--- src/hdl/rch_pkg.sv ---
// ----------------------------------------------------------------------------
// rch_pkg
// Shared types, codes and helper functions of the region color histogram.
// ----------------------------------------------------------------------------
`default_nettype none

package rch_pkg;

    localparam logic CMD_ACCUM = 1'b0;
    localparam logic CMD_READ  = 1'b1;

    localparam logic [1:0] REG_BINS_FIRST  = 2'd0;
    localparam logic [1:0] REG_BINS_SECOND = 2'd1;
    localparam logic [1:0] REG_BINS_THIRD  = 2'd2;

    localparam logic [1:0] CHAN_FIRST  = 2'd0;
    localparam logic [1:0] CHAN_SECOND = 2'd1;
    localparam logic [1:0] CHAN_THIRD  = 2'd2;

    localparam logic [4:0] BINS_RESET = 5'd8;

    typedef enum logic [3:0] {
        ST_CLEAR,
        ST_IDLE,
        ST_ACC_RD,
        ST_ACC_WR,
        ST_RD_PIX,
        ST_RD_BIN,
        ST_DIV_GO,
        ST_DIV,
        ST_WIPE
    } back_state_t;

    typedef struct packed {
        logic       cmd;
        logic       hit;
        logic [7:0] rid;
        logic [5:0] bin_a;
        logic [5:0] bin_b;
        logic [5:0] bin_c;
        logic [4:0] nb_a;
        logic [4:0] nb_b;
        logic [4:0] nb_c;
    } item_t;

    function automatic logic [4:0] eff_bins(input logic [4:0] r, input logic [4:0] cap);
        logic [4:0] res;
        if (r == 5'd0) res = 5'd1;
        else if (r > cap) res = cap;
        else res = r;
        return res;
    endfunction

    function automatic logic [5:0] chan_bin(input logic [7:0] v, input logic [4:0] nb);
        logic [12:0] prod;
        prod = 13'(v) * 13'(nb);
        return {2'b00, prod[11:8]};
    endfunction

endpackage

`default_nettype wire

--- src/hdl/rch_front.sv ---
// ----------------------------------------------------------------------------
// rch_front
// Accepts input words, holds the bin registers and classifies each word.
// ----------------------------------------------------------------------------
`default_nettype none

module rch_front import rch_pkg::*; #(
    parameter int MAX_BINS    = 16,
    parameter int NUM_REGIONS = 256
) (
    input  wire logic       aclk,
    input  wire logic       aresetn,
    input  wire logic       cfg_wr_en,
    input  wire logic [1:0] cfg_index,
    input  wire logic [4:0] cfg_wdata,
    input  wire logic       s_valid,
    output logic            s_ready,
    input  wire logic       s_command,
    input  wire logic [7:0] s_region_id,
    input  wire logic [7:0] s_chan_a,
    input  wire logic [7:0] s_chan_b,
    input  wire logic [7:0] s_chan_c,
    input  wire logic       q_full,
    input  wire logic       clearing,
    output logic            push,
    output item_t           item
);

    localparam int         CAP    = (MAX_BINS < 16) ? MAX_BINS : 16;
    localparam logic [4:0] CAP_V  = 5'(CAP);
    localparam logic [12:0] NR_V  = 13'(NUM_REGIONS);

    logic [4:0] bins_a_reg, bins_b_reg, bins_c_reg;
    logic [4:0] nb_a, nb_b, nb_c;

    always_ff @(posedge aclk) begin
        if (!aresetn) begin
            bins_a_reg <= BINS_RESET;
            bins_b_reg <= BINS_RESET;
            bins_c_reg <= BINS_RESET;
        end else if (cfg_wr_en) begin
            case (cfg_index)
                REG_BINS_FIRST:  bins_a_reg <= cfg_wdata;
                REG_BINS_SECOND: bins_b_reg <= cfg_wdata;
                REG_BINS_THIRD:  bins_c_reg <= cfg_wdata;
                default: ;
            endcase
        end
    end

    assign nb_a    = eff_bins(bins_a_reg, CAP_V);
    assign nb_b    = eff_bins(bins_b_reg, CAP_V);
    assign nb_c    = eff_bins(bins_c_reg, CAP_V);
    assign s_ready = !q_full && !clearing;
    assign push    = s_valid && s_ready;

    always_comb begin
        item.cmd   = s_command;
        item.hit   = {5'd0, s_region_id} < NR_V;
        item.rid   = s_region_id;
        item.bin_a = chan_bin(s_chan_a, nb_a);
        item.bin_b = chan_bin(s_chan_b, nb_b);
        item.bin_c = chan_bin(s_chan_c, nb_c);
        item.nb_a  = nb_a;
        item.nb_b  = nb_b;
        item.nb_c  = nb_c;
    end

endmodule

`default_nettype wire

--- config.mk ---
export PLATFORM = sky130hd
export DESIGN_NAME = rch_front
export DESIGN_NICKNAME = d
export VERILOG_FILES = /design/src/hdl/rch_pkg.sv /design/src/hdl/rch_front.sv
export SDC_FILE = /design/constraint.sdc
export NUM_CORES = 1
export LEC_CHECK = 0
export BUFFER_PORTS_ARGS = -buffer_cell sky130_fd_sc_hd__clkbuf_2
export CORE_UTILIZATION = 40
export DETAILED_ROUTE_END_ITERATION = 10
export PLACE_DENSITY = 0.71
export REMOVE_ABC_BUFFERS = 1
export SLEW_MARGIN = 20
export SYNTH_ARGS = -nofsm -noshare
export SYNTH_HDL_FRONTEND = slang
export SYNTH_SLANG_ARGS = --single-unit
--- constraint.sdc ---
create_clock -name aclk -period 6.61 [get_ports aclk]
set_input_delay 0.661 -clock aclk [delete_from_list [all_inputs] [get_ports aclk]]
set_output_delay 0.661 -clock aclk [all_outputs]
set_load 0.005 [all_outputs]
## After elaboration in Yosys (flattened, before gate mapping)

Index checks and enable logic that the tools add are counted.

- Word-level logic and storage cells: 28
- Output and inout port bits: 45
- Register bits after elaboration: 15

- Equality and inequality tests: 2
- $lt $le $gt $ge: 3
- Multiply operators: 3
- Multiplexer cells: 6
- Reduce and logical (&&, ||, !) cells: 11

Operators by type and width:

| cell | number |
|---|---|
| $mul 8x5->12 | 3 |
| $mux 5 | 6 |
| $gt 5x5->1 const B | 3 |
| $logic_not 5->1 | 3 |
| $reduce_and 2->1 | 3 |
| $eq 2x1->1 const B | 1 |
| $eq 2x2->1 const B | 1 |
| $logic_and 1x1->1 | 2 |
| $logic_not 1->1 | 2 |
| $logic_not 2->1 | 1 |

## Depth between registers and ports, before layout

- Depth after elaboration: 4
- Mapped depth: 15
- Gate-level depth less buffers: 14

## Worst setup path after synthesis

No wires, ideal clock.

- Path type: in2out
- Start point: input s_chan_a[3]
- End point: output item[30] (netlist name)
- Stages: 12
- Path slack: 2,353 ps
- Data arrival time: 3,596 ps
- Cell sequence: and2_1 > fa_1 > fa_1 > inv_1 > fa_1 > inv_1 > ha_1 > a21oi_1 > o21bai_1 > a21o_1 > o211a_1 > a211oi_1

RTL lines:

| item | line | source |
|---|---|---|
| from (decl) | rch_front.sv:20 | `input wire logic [7:0] s_chan_a,` |
| to (decl) | rch_front.sv:26 | `output item_t item` |

==> impl_results.md <==
* Syn Area/Cell at 8.47 um^2
* H-tree levels at 1
* M1 WL at 3610 um
* Pre-Repair DR Iteration Count at 4
* Final Cycle Share at 0.774
* Mapped Area at 3920 um^2
* Crit path DAT at 4460 ps
* Max VDD drop at 50.8 uV
* Antenna viol nets, final at 0
* Ys async rst share at 0
* Max clock buf depth at 2
* Max incr delay on CP at 560 ps
* Dpl hpwl at 6950 um
* Final setup violation count at 0
* Yosys warning count at 0
* 1st-iter DRT viols at 82
* Port Buffer Count at 65
* CP Cell Sequence: nor2b_1, nand2_1, fa_1, fa_1, fa_1, inv_1, ha_1, o21a_1, o21ai_0, a211oi_1, o211a_1, a211oi_1, clkbuf_2
* Yosys top cell by area: fa_1
* Ys flop type: dfxtp_1
* Clock group share of total power at 0.185
* TritonCTS clock tree: yes
* Total net switching power at 0.162 mW
* Largest net degree at the start of global routing at 16
* Vias in the first global route at approximately 3,200
* Largest cells by area after synthesis: fa_1, ha_1, and2_1
* Max Cap Viol at 0
* Cell variety after synth at 45
* Reg clk slew, reported paths at around 60 ps
* Most frequent cells after synthesis: inv_1, and2_1, ha_1
* Area after DPL at between 4000 and 5000 um^2
* Routed met2 length at 4050 um
* Register bit total from synthesis at 15
* Critical path buffers and inverters at 2
* Post-CTS Setup Bufs at 0
* Core area at 9370 um^2
* Io pins at 91
* Max Used Layer: met4
* Die Wd at 101 um
* First-pass GRT wire length at roughly 14,000 um
* Worst hold path type: flip-flop to flip-flop
* CTS resizes at 0
* CP dominant cell by count: fa_1
* Measured slew at the worst slew-check pin at 597 ps
* Worst-path fanout max at 15
* Fraction of layout cells with a size suffix above 1 at 0.150
* P per Cell Area at 92.8 nW/um^2
* Post-synth EDFFs at 0
* Max-slew headroom at the worst pin at 0.601
* WL per Instance at 12.8 um
* Post-Route Skew at 0 ps
* Worst Setup Start Kind: flip-flop
* Total power at 0.399 mW
* Clock Sinks at 15
* Combinational Power Share at 0.570
* Count leader, synth: inv_1
* Top delay family on crit path: adder cells
* Starting Density at 0.419
* Worst-Skew Late Latency at 240 ps
* Achievable Freq at 0.195 GHz
* GRT Util Overall at 0.173
* Die Y-Extent at 101 um
* Crit. End Element: output pin
* Post-route cell area at ~4300 um^2
* CP required at 5950 ps
* Minimum clock period at 5120 ps
* Setup CP Type: flip-flop to output pin
* Initial antenna violation count at 0
* Final WL at 8120 um
* Root buf cell: clkbuf_8
* Fin nets at 655
* Ant. Diodes at 0
* Yosys top cell area share at 0.245
* Int Power at around 0.24 mW
* Sequential Power Share at 0.245
* Switching Share at 0.406
* # DRC at 0
* Final hold violations at 0
* Grt total ovfl at 0
* Run status: finished, final reports clean
* Unrepaired setup endpoints after global routing: no
* Gpl congestion at 0.865
* CTS Buf Count at 3
* Metal3 WL at approximately 360 um
* Via-to-Cell Ratio at 4.83
* Setup Total Neg Slack at 0 ps
* Slew Limit Fails at 0
* Vias post-DR at 3,066
* Register area share after synthesis at 0.0765
* Core Rows at 35
* Die Footprint at 10,200 um^2
* Post-CTS Hold Buffers at 0
* Syn Inst Count at 463
* Slowest-stage cell, CP: fa_1
* Layout area overhead at 9.50%
* Pleak at ~2.3 nW
==> worst register-to-register path, stage by stage, from the launching register on <==
cell	delay, ps
dfxtp_1	570
inv_1	110
nor2_1	120
a21oi_1	50
nor2b_1	130
==> per-stage QoR <==
| step | utilization | setup WS [ps] | hold WS, ps | std cells |
|---|---|---|---|---|
| floorplan | - | 2280 | 456 | 437 |
| global placement | 0.454 | 1970 | 495 | 631 |
| finish | 0.458 | 1490 | 519 | 635 |
| detailed placement | 0.454 | 1810 | 502 | 631 |
| CTS | 0.458 | 1530 | 518 | 635 |
| global route | 0.458 | 1210 | 553 | 635 |
==> layout make-up <==
cell class,count,area [um^2]
fillers,950,5070
multi-input cells,347,3180
repair buffers,65,325
flip-flops and latches,15,300
inverters,75,282
well taps,129,161
clock buffers,4,45.0
==> power by group through the flow <==
| stage | logic (mW) | clock network, mW | registers (mW) |
|---|---|---|---|
| finish | 0.227 | 0.0736 | 0.0977 |
| floorplan | 0.155 | 0 | 0.0984 |
| detailed placement | 0.229 | 0 | 0.0997 |
| global placement | 0.220 | 0 | 0.0995 |
| CTS | 0.231 | 0.0752 | 0.0977 |
| global route | 0.266 | 0.0814 | 0.0984 |
==> worst paths after layout <==
path / start / endpoint / slack, ps / cells past startpoint
worst max-delay path: bins_a_reg[4] / item[30] / 1490 / 13
worst max register to register: bins_a_reg[4] / bins_a_reg[4] / 5570 / 4
worst min register to register: bins_b_reg[3] / bins_b_reg[3] / 520 / 2
worst min-delay path: bins_b_reg[3] / bins_b_reg[3] / 520 / 2
==> per-layer routing <==
| metal | track usage | up-vias |
|---|---|---|
| met5 | 0 | - |
| met4 | 0.0446 | 0 |
| met3 | 0.0139 | 8 |
| met2 | 0.309 | 91 |
| met1 | 0.225 | 1457 |
| li1 | - | 1510 |
==> kinds of logic (layout without fill, tap and decap cells) <==
family	count (synthesis)	count (layout)	share of synthesized area
simple gates	174	174	0.244
buf+inv	106	144	0.117
fa+ha+maj	102	102	0.417
compound gates	29	29	0.0603
xor+xnor	19	19	0.0424
mux	16	16	0.0411
flops	15	15	0.0765
other cells	2	7	0.00191
==> placed cells by master, fill, tap and decap left out, types with 2 or more instances in the layout <==
| master | synthesis | final |
|---|---|---|
| nand2_1 | 46 | 46 |
| and2_1 | 71 | 71 |
| clkbuf_2 | 0 | 65 |
| nand2b_1 | 2 | 2 |
| mux2i_1 | 15 | 15 |
| a211oi_1 | 3 | 3 |
| nand3_1 | 3 | 3 |
| and4_1 | 2 | 2 |
| nand3b_1 | 2 | 2 |
| fa_1 | 48 | 48 |
| dfxtp_1 | 15 | 15 |
| o21ai_0 | 5 | 5 |
| clkbuf_8 | 0 | 3 |
| ha_1 | 54 | 54 |
| nor2_1 | 11 | 11 |
| nor3_1 | 7 | 7 |
| a21oi_1 | 6 | 6 |
| inv_1 | 75 | 75 |
| xnor2_1 | 15 | 15 |
| o21bai_1 | 2 | 2 |
| nor2b_1 | 22 | 22 |
| conb_1 | 2 | 7 |
| xor2_1 | 4 | 4 |
| nand4_1 | 2 | 2 |
(Power assumes the default switching activity.)
