**config.mk**
```make
export PLATFORM = sky130hd
export DESIGN_NAME = rch_fifo
export DESIGN_NICKNAME = d
export VERILOG_FILES = /design/src/hdl/rch_pkg.sv /design/src/hdl/rch_fifo.sv
export SDC_FILE = /design/constraint.sdc
export NUM_CORES = 1
export LEC_CHECK = 0
export ABC_AREA = 1
export BUFFER_PORTS_ARGS = -buffer_cell sky130_fd_sc_hd__buf_2
export CORE_UTILIZATION = 52
export CTS_CLUSTER_DIAMETER = 40
export DETAILED_ROUTE_END_ITERATION = 8
export PLACE_DENSITY = 0.78
export SLEW_MARGIN = 20
export SYNTH_ARGS = -nofsm -noshare
export SYNTH_HDL_FRONTEND = slang
export SYNTH_SLANG_ARGS = --single-unit
```
**constraint.sdc**
```tcl
create_clock -name aclk -period 3.4 [get_ports aclk]
set_input_delay 0.34 -clock aclk [delete_from_list [all_inputs] [get_ports aclk]]
set_output_delay 0.34 -clock aclk [all_outputs]
set_load 0.02 [all_outputs]
```
**src/hdl/rch_pkg.sv**
```systemverilog
// ----------------------------------------------------------------------------
// rch_pkg
// Shared types, codes and helper functions of the region color histogram.
// ----------------------------------------------------------------------------
`default_nettype none

package rch_pkg;

    localparam logic CMD_ACCUM = 1'b0;
    localparam logic CMD_READ  = 1'b1;

    localparam logic [1:0] REG_BINS_FIRST  = 2'd0;
    localparam logic [1:0] REG_BINS_SECOND = 2'd1;
    localparam logic [1:0] REG_BINS_THIRD  = 2'd2;

    localparam logic [1:0] CHAN_FIRST  = 2'd0;
    localparam logic [1:0] CHAN_SECOND = 2'd1;
    localparam logic [1:0] CHAN_THIRD  = 2'd2;

    localparam logic [4:0] BINS_RESET = 5'd8;

    typedef enum logic [3:0] {
        ST_CLEAR,
        ST_IDLE,
        ST_ACC_RD,
        ST_ACC_WR,
        ST_RD_PIX,
        ST_RD_BIN,
        ST_DIV_GO,
        ST_DIV,
        ST_WIPE
    } back_state_t;

    typedef struct packed {
        logic       cmd;
        logic       hit;
        logic [7:0] rid;
        logic [5:0] bin_a;
        logic [5:0] bin_b;
        logic [5:0] bin_c;
        logic [4:0] nb_a;
        logic [4:0] nb_b;
        logic [4:0] nb_c;
    } item_t;

    function automatic logic [4:0] eff_bins(input logic [4:0] r, input logic [4:0] cap);
        logic [4:0] res;
        if (r == 5'd0) res = 5'd1;
        else if (r > cap) res = cap;
        else res = r;
        return res;
    endfunction

    function automatic logic [5:0] chan_bin(input logic [7:0] v, input logic [4:0] nb);
        logic [12:0] prod;
        prod = 13'(v) * 13'(nb);
        return {2'b00, prod[11:8]};
    endfunction

endpackage

`default_nettype wire

```
**src/hdl/rch_fifo.sv**
```systemverilog
// ----------------------------------------------------------------------------
// rch_fifo
// Two-entry queue of classified words between the front and the back.
// ----------------------------------------------------------------------------
`default_nettype none

module rch_fifo import rch_pkg::*; (
    input  wire logic  aclk,
    input  wire logic  aresetn,
    input  wire logic  push,
    input  wire item_t item_in,
    output logic       full,
    input  wire logic  pop,
    output logic       empty,
    output item_t      item_out
);

    item_t      mem_reg [2];
    logic       wp_reg, rp_reg;
    logic [1:0] cnt_reg;

    assign full     = cnt_reg == 2'd2;
    assign empty    = cnt_reg == 2'd0;
    assign item_out = mem_reg[rp_reg];

    always_ff @(posedge aclk) begin
        if (push) mem_reg[wp_reg] <= item_in;
    end

    always_ff @(posedge aclk) begin
        if (!aresetn) begin
            wp_reg  <= 1'b0;
            rp_reg  <= 1'b0;
            cnt_reg <= 2'd0;
        end else begin
            if (push) wp_reg <= !wp_reg;
            if (pop)  rp_reg <= !rp_reg;
            cnt_reg <= cnt_reg + 2'(push) - 2'(pop);
        end
    end

endmodule

`default_nettype wire

```
After elaboration in Yosys (flattened, before gate mapping)
Memories as Yosys holds them, arrays and structs flattened. A register that Yosys moved wholly into a read port is not among the register bits.
Index checks and enable logic that the tools add are counted.
{"block": "word_totals", "reg_bits": 4, "ram_bits": 86, "inputBits": 47, "out_inout_bits": 45, "word_cells": 14, "n_memories": 1}
{"memory": "mem_reg", "words": 2, "width": 43, "rd": 1, "rd_clocked_by_memory_dff": 1, "wr": 1, "line_no": "rch_fifo.sv:18", "text": "item_t mem_reg [2];"}
{"block": "classes", "add_sub_neg": 2, "eq_ne": 1, "muxes": 4, "n_reduce_logical": 3}
{"op": "1-bit two-way mux", "n": 4}
{"op": "2-bit by 1-bit adder with 2-bit output", "n": 1}
{"op": "2-bit == test, second input constant", "n": 1}
{"op": "1-bit logical NOT", "n": 2}
{"op": "2-bit logical NOT", "n": 1}
{"op": "2-bit by 1-bit subtractor with 2-bit output", "n": 1}

Depth between registers and ports, before layout
Gate-level depths: netlist (run 1).
{"block": "logic_depth", "depth_word": 3, "mapped_depth": 7}

Worst setup path before layout (run 1)
OpenSTA, ideal clock, no wires.
{"block": "synth_timing", "path_type": "in2reg", "startpoint": "input port push", "endpoint": "memory mem_reg[0][0] (netlist bit) (enable)", "setup_time_ns": 0.444, "arrival_ns": 2.188, "t_required_ns": 2.956, "setup_slack_ns": 0.768, "stages": 2, "n_path_buf": 0, "path_cell_list": "inv_1 -> nor2_1"}
{"block": "synth_via", "elab_chain_cells": 2}
{"element": "from (decl)", "line_no": "rch_fifo.sv:10", "text": "input wire logic push,"}
{"element": "1-bit two-way mux", "line_no": "rch_fifo.sv:27", "text": "if (push) mem_reg[wp_reg] <= item_in;"}
{"element": "1-bit two-way mux (not written as such)", "line_no": "rch_fifo.sv:27"}
{"element": "to (decl)", "line_no": "rch_fifo.sv:18"}
Every way passes these cells.

==> results of run 1 <==
-- metrics by stage --
step	hold WS, ps	utilization
after global placement	476.6	0.6240
after detailed placement	491.8	0.6240
final	178.5	0.6499
after CTS	158.4	0.6499
after global routing	150.6	0.6499
after floorplan	433.5	-
-- kinds of logic (layout without fill, tap and decap cells) --
group	after synthesis	after routing
AND/OR/NAND/NOR	18	18
buffers and inverters	12	116
adder cells (fa/ha/maj)	2	2
multiplexers	43	43
flip-flops	91	91
AO/OA/AOI/OAI	1	1
-- worst paths after layout --
path / start / end
min: item_in[8] / mem_reg[0][8]$_DFFE_PP_
max reg2reg: wp_reg$_SDFFE_PN0P_ / mem_reg[0][6]$_DFFE_PP_
max: flop / item_out[6]
min reg2reg: rp_reg$_SDFFE_PN0P_ / rp_reg$_SDFFE_PN0P_
-- synthesized netlist by cell type (all sizes together) --
cell,instances,area (µm²)
inv,7,26.28
nor2,9,33.78
ha,2,25.02
mux2,43,634.4
a21oi,1,5.000
dfxtp,5,100.1
edfxtp,86,2582
nand2,8,30.03
nand3,1,5.000
buf,5,91.34
-- layer usage --
layer | GRT usage | part of all wire | vias up
met4 | 0.05855 | 0.0066 | 0
met2 | 0.2683 | 0.51 | 66
met3 | 0.06490 | 0.071 | 4
li1 | - | - | 835
met1 | 0.1930 | 0.42 | 810
met5 | 0 | 0 | -
-- area by class of cell --
cell class,instances,area [µm²],area share
flip-flops and latches,91,2684,0.6393
repair buffers,93,483.0,0.1151
clock buffers,10,127.6,0.03040
inverters,7,26.28,0.006259
multi-input cells,64,740.7,0.1765
clock inverters,6,40.04,0.009538
well taps,77,96.34,0.02295
-- critical path: stages, from the launching register on --
cell     delay (ps)
dfxtp_2         840
buf_12          280
mux2_4          320
buf_2           160
-- power by group --
part / total (W) / internal [W] / switching, W
Sequential: 0.00132 / 0.00129 / 0.0000282
Clock: 0.000615 / 0.000265 / 0.000350
Combinational: 0.000294 / 0.000136 / 0.000158
Total: 0.00223 / 0.00169 / 0.000536
==> impl_metrics.toml, run 1 <==
[route]
avgViaCountPerCell = 4.928
vias = 1715
drt_wl_total_um = 5303
routedWlPerCell_um = 15.24
drtIter0Drc = 96
ant_nets = 0
remaining_drc_errors = 6
drtPass1Iterations = 9

[worst_setup_path]
cp_data_required_time_ps = 3060
rrSetupSlack_ps = 1740
criticalPathCategory = "flop to output port"
cp_max_fo = 24
reg2regPathDepth = 2
critPathLaunchType = "flop"
end_kind = "output port"
crit_arrival_ps = 1970

[run_status]
status = "finished with violations"
violations = "design-rule violations"

[sta]
drv_slew = 0
finClkSkew_ps = 6.125
max_slew_margin = 0.3838
setup_violations = 0
layout_min_cycle_time_ps = 2313
grt_setup_unrepaired = "false"
tightest_slew_ps = 922.9
timing.setup.tns_ps = 0
hold_viol_final = 0
finalCritPeriodShare = 0.6804
max_freq_mhz = 432.3
post-route-worst-setup-slack_ps = 1087

[cells_and_area]
fin_area_um2 = 4198
instances_no_fill = 348
area_growth_pct = 18.80
layout-drive-gt1-share = 0.5609
nets = 315
fillCellCount = 462
layout_commonest_cell = "buf_2"
antenna_cells = 0
largest_register_ffs = 86
final_cell_mix = "buf_2, edfxtp_1, mux2_4, clkbuf_8"

[die]
core-area_um2 = 6459
rows = 29
die_area_um2 = 7128
io_pins = 92
die_w_um = 84.43
initial_utilization = 0.5471
die_y_um = 84.43

[place]
port_buffers = 91
post-place-cells = 332
place.gp.congestion = 0.7150
pre_cts_slack_ps = 1436
hpwlAfterDp_um = 3629
placed_area_um2 = 4030

[clock_tree]
cts_tree = "done"
cts_resized = 0
cts_inserted_buffers = 9
htree_levels = 3
clk-insertion-delay-late_ps = 340
cts_sinks = 91
root_buffer = "clkbuf_8"
path_clk_slew_ps = 90
holdBufCountCts = 0
clock_path_buffers = 2
cts_setup_buffers = 0

[global_routing]
grt_overflow = 0
grt_max_degree = 44
grt_usage = 0.1618
antenna_found_initial = 0
grt_pass1_vias = 1745
grt_first_pass_wirelength_um = 8328

[power_and_ir_drop]
power_density_nw_per_um2 = 531.4
finalPower_w = 0.002231
leakage_nw = 1.707
ir_worst_vdd_uv = 397.4

[hold_path]
hp-class = "primary input to flop"
holdPathStages = 1

[logic_synthesis]
synth_top_family_by_area = "multiplexers"
synth.distinct_cells = 12
synthesis.area_um2 = 3533
synth_compound_area_frac = 0.001416
synth_area_per_cell_um2 = 21.16
synthCells = 167
synthXorXnorAreaFrac = 0
seq_area_frac_synth = 0.7592
synth_fa_ha_area_frac = 0.007082
yosys_warnings = 0
synth_mux_area_frac = 0.1795
synth_fp_nets = 216
ys_seq_elements = 91
synth_simple_gate_area_frac = 0.01948

[job]
max_cap_violations = 0
No activity file was read; power rests on OpenSTA's default activity.
==> run 2, diff against run 1 <==
CORE_UTILIZATION = 47   (was 52)
PLACE_DENSITY = 0.74   (was 0.78)
clock period = 2.05 ns   (was 3.4 ns; I/O delays follow)
==> impl_metrics.toml, run 2 (synthesis results as in run 1) <==
[worst_setup_path]
slowest_stage = "dfxtp_2"
crit_arrival_ps = 1700
cp_cell_sequence = "buf_12, mux2_2, buf_2"
cp_max_fo = 15
cpPeakStageDelay_ps = 630
critPathLaunchType = "flop"
criticalPathCategory = "flop to output port"
critPathTopFamily = "flip-flops"
path_buf_inv = 2
cp_data_required_time_ps = 1850
end_kind = "output port"

[global_routing]
grt_overflow = 0
grt_pass1_vias = 1674
grt_max_degree = 44
grt_usage = 0.1443
antenna_found_initial = 0
grt_first_pass_wirelength_um = 7914

[clock_tree]
cts_resized = 0
clock_path_buffers = 2
path_clk_slew_ps = 80
holdBufCountCts = 0
clk-insertion-delay-late_ps = 340
root_buffer = "clkbuf_8"
cts_sinks = 91
cts_setup_buffers = 0
cts_tree = "done"
cts_inserted_buffers = 9
htree_levels = 3

[die]
io_pins = 92
rows = 31
die_w_um = 88.71
initial_utilization = 0.4871
die_y_um = 88.71
die_area_um2 = 7869
core-area_um2 = 7253

[sta]
finalCritPeriodShare = 0.9274
finClkSkew_ps = 6.528
drv_slew = 0
setup_violations = 0
grt_setup_unrepaired = "false"
max_slew_margin = 0.6077
layout_min_cycle_time_ps = 1901
hold_viol_final = 0
whs_ps = 51.18
tightest_slew_ps = 584.8
max_freq_mhz = 526.0
timing.setup.tns_ps = 0

[cells_and_area]
layout-drive-gt1-share = 0.5495
nets = 317
final_cell_mix = "buf_2, edfxtp_1, mux2_4, clkbuf_8"
fillCellCount = 566
largest_register_ffs = 86
area_growth_pct = 21.32
instances_no_fill = 372
layout_commonest_cell = "buf_2"
antenna_cells = 0

[route]
remaining_drc_errors = 0
vias = 1697
drtPass1Iterations = 3
ant_nets = 0
routedWlPerCell_um = 14.76
drt_wl_total_um = 5492
drtIter0Drc = 50
avgViaCountPerCell = 4.562

[hold_path]
hp-class = "primary input to flop"

[place]
port_buffers = 91
post-place-cells = 356
hpwlAfterDp_um = 3716
place.gp.congestion = 0.6597

[power_and_ir_drop]
power_density_nw_per_um2 = 884.1
leakage_nw = 1.733
ir_worst_vdd_uv = 419.1

[run_status]
status = "finished clean"

[job]
max_cap_violations = 0
run 2: cell count changes in the layout (fill, tap and decap cells not counted):
cell,previous run,this run
clkbuf_1,1,3
clkinv_1,2,4
inv_6,1,0
bufinv_16,0,1
inv_2,1,0
buf_12,1,4
buf_4,1,0
clkinvlp_4,2,0
clkinv_4,1,0
run 2: layer usage:
layer  GRT usage  up-vias  share of wire  routed length [µm]
met5           0        -              0                   0
met3     0.03918       12          0.054                 299
met1      0.1685      796           0.43                2376
met2      0.2357       56           0.49                2673
li1            -      833              -                   -
met4     0.09384        0          0.026                 143
run 2: worst paths after layout:
path | startpoint | endpoint | slack, ps | cells after the start
worst max-delay path | flop | item_out[42] | 150 | 3
worst min-delay path | item_in[20] | mem_reg[0][20]$_DFFE_PP_ | 50 | 1
worst max register to register | wp_reg$_SDFFE_PN0P_ | mem_reg[1][37]$_DFFE_PP_ | 480 | 3
worst min register to register | rp_reg$_SDFFE_PN0P_ | flop | 510 | 2
run 2: where the power goes:
part           leakage, nW  switching [W]  internal, W
logic                0.797       0.000274     0.000239
clock network       0.0871       0.000539     0.000554
registers            0.849      0.0000391      0.00215
total                 1.73       0.000852      0.00294
run 2: worst register-to-register path, cell delays in order (launching register included):
cell	delay, ps
dfxtp_1	340
nand2_1	100
clkinv_1	480
buf_12	390
run 2: per-stage QoR:
stage	worst slack (ps)	util	total power (W)	instance area, µm²
5_1_grt	51.98	0.5910	0.003938	4287
3_3_place_gp	507.4	0.5667	0.002732	4110
2_1_floorplan	182.3	-	0.002577	3536
3_5_place_dp	475.4	0.5667	0.002747	4110
4_1_cts	109.1	0.5910	0.003827	4287
6_report	148.8	0.5910	0.003790	4287
run 2: final cells by class:
| type | count | area (µm²) | area share |
|---|---|---|---|
| sequential | 91 | 2684 | 0.6261 |
| multi-input combinational | 64 | 740.7 | 0.1728 |
| timing repair buffer | 95 | 535.5 | 0.1249 |
| clock buffer | 12 | 135.1 | 0.03152 |
| tap | 99 | 123.9 | 0.02890 |
| clock inverter | 4 | 41.29 | 0.009632 |
| inverter | 7 | 26.28 | 0.006130 |
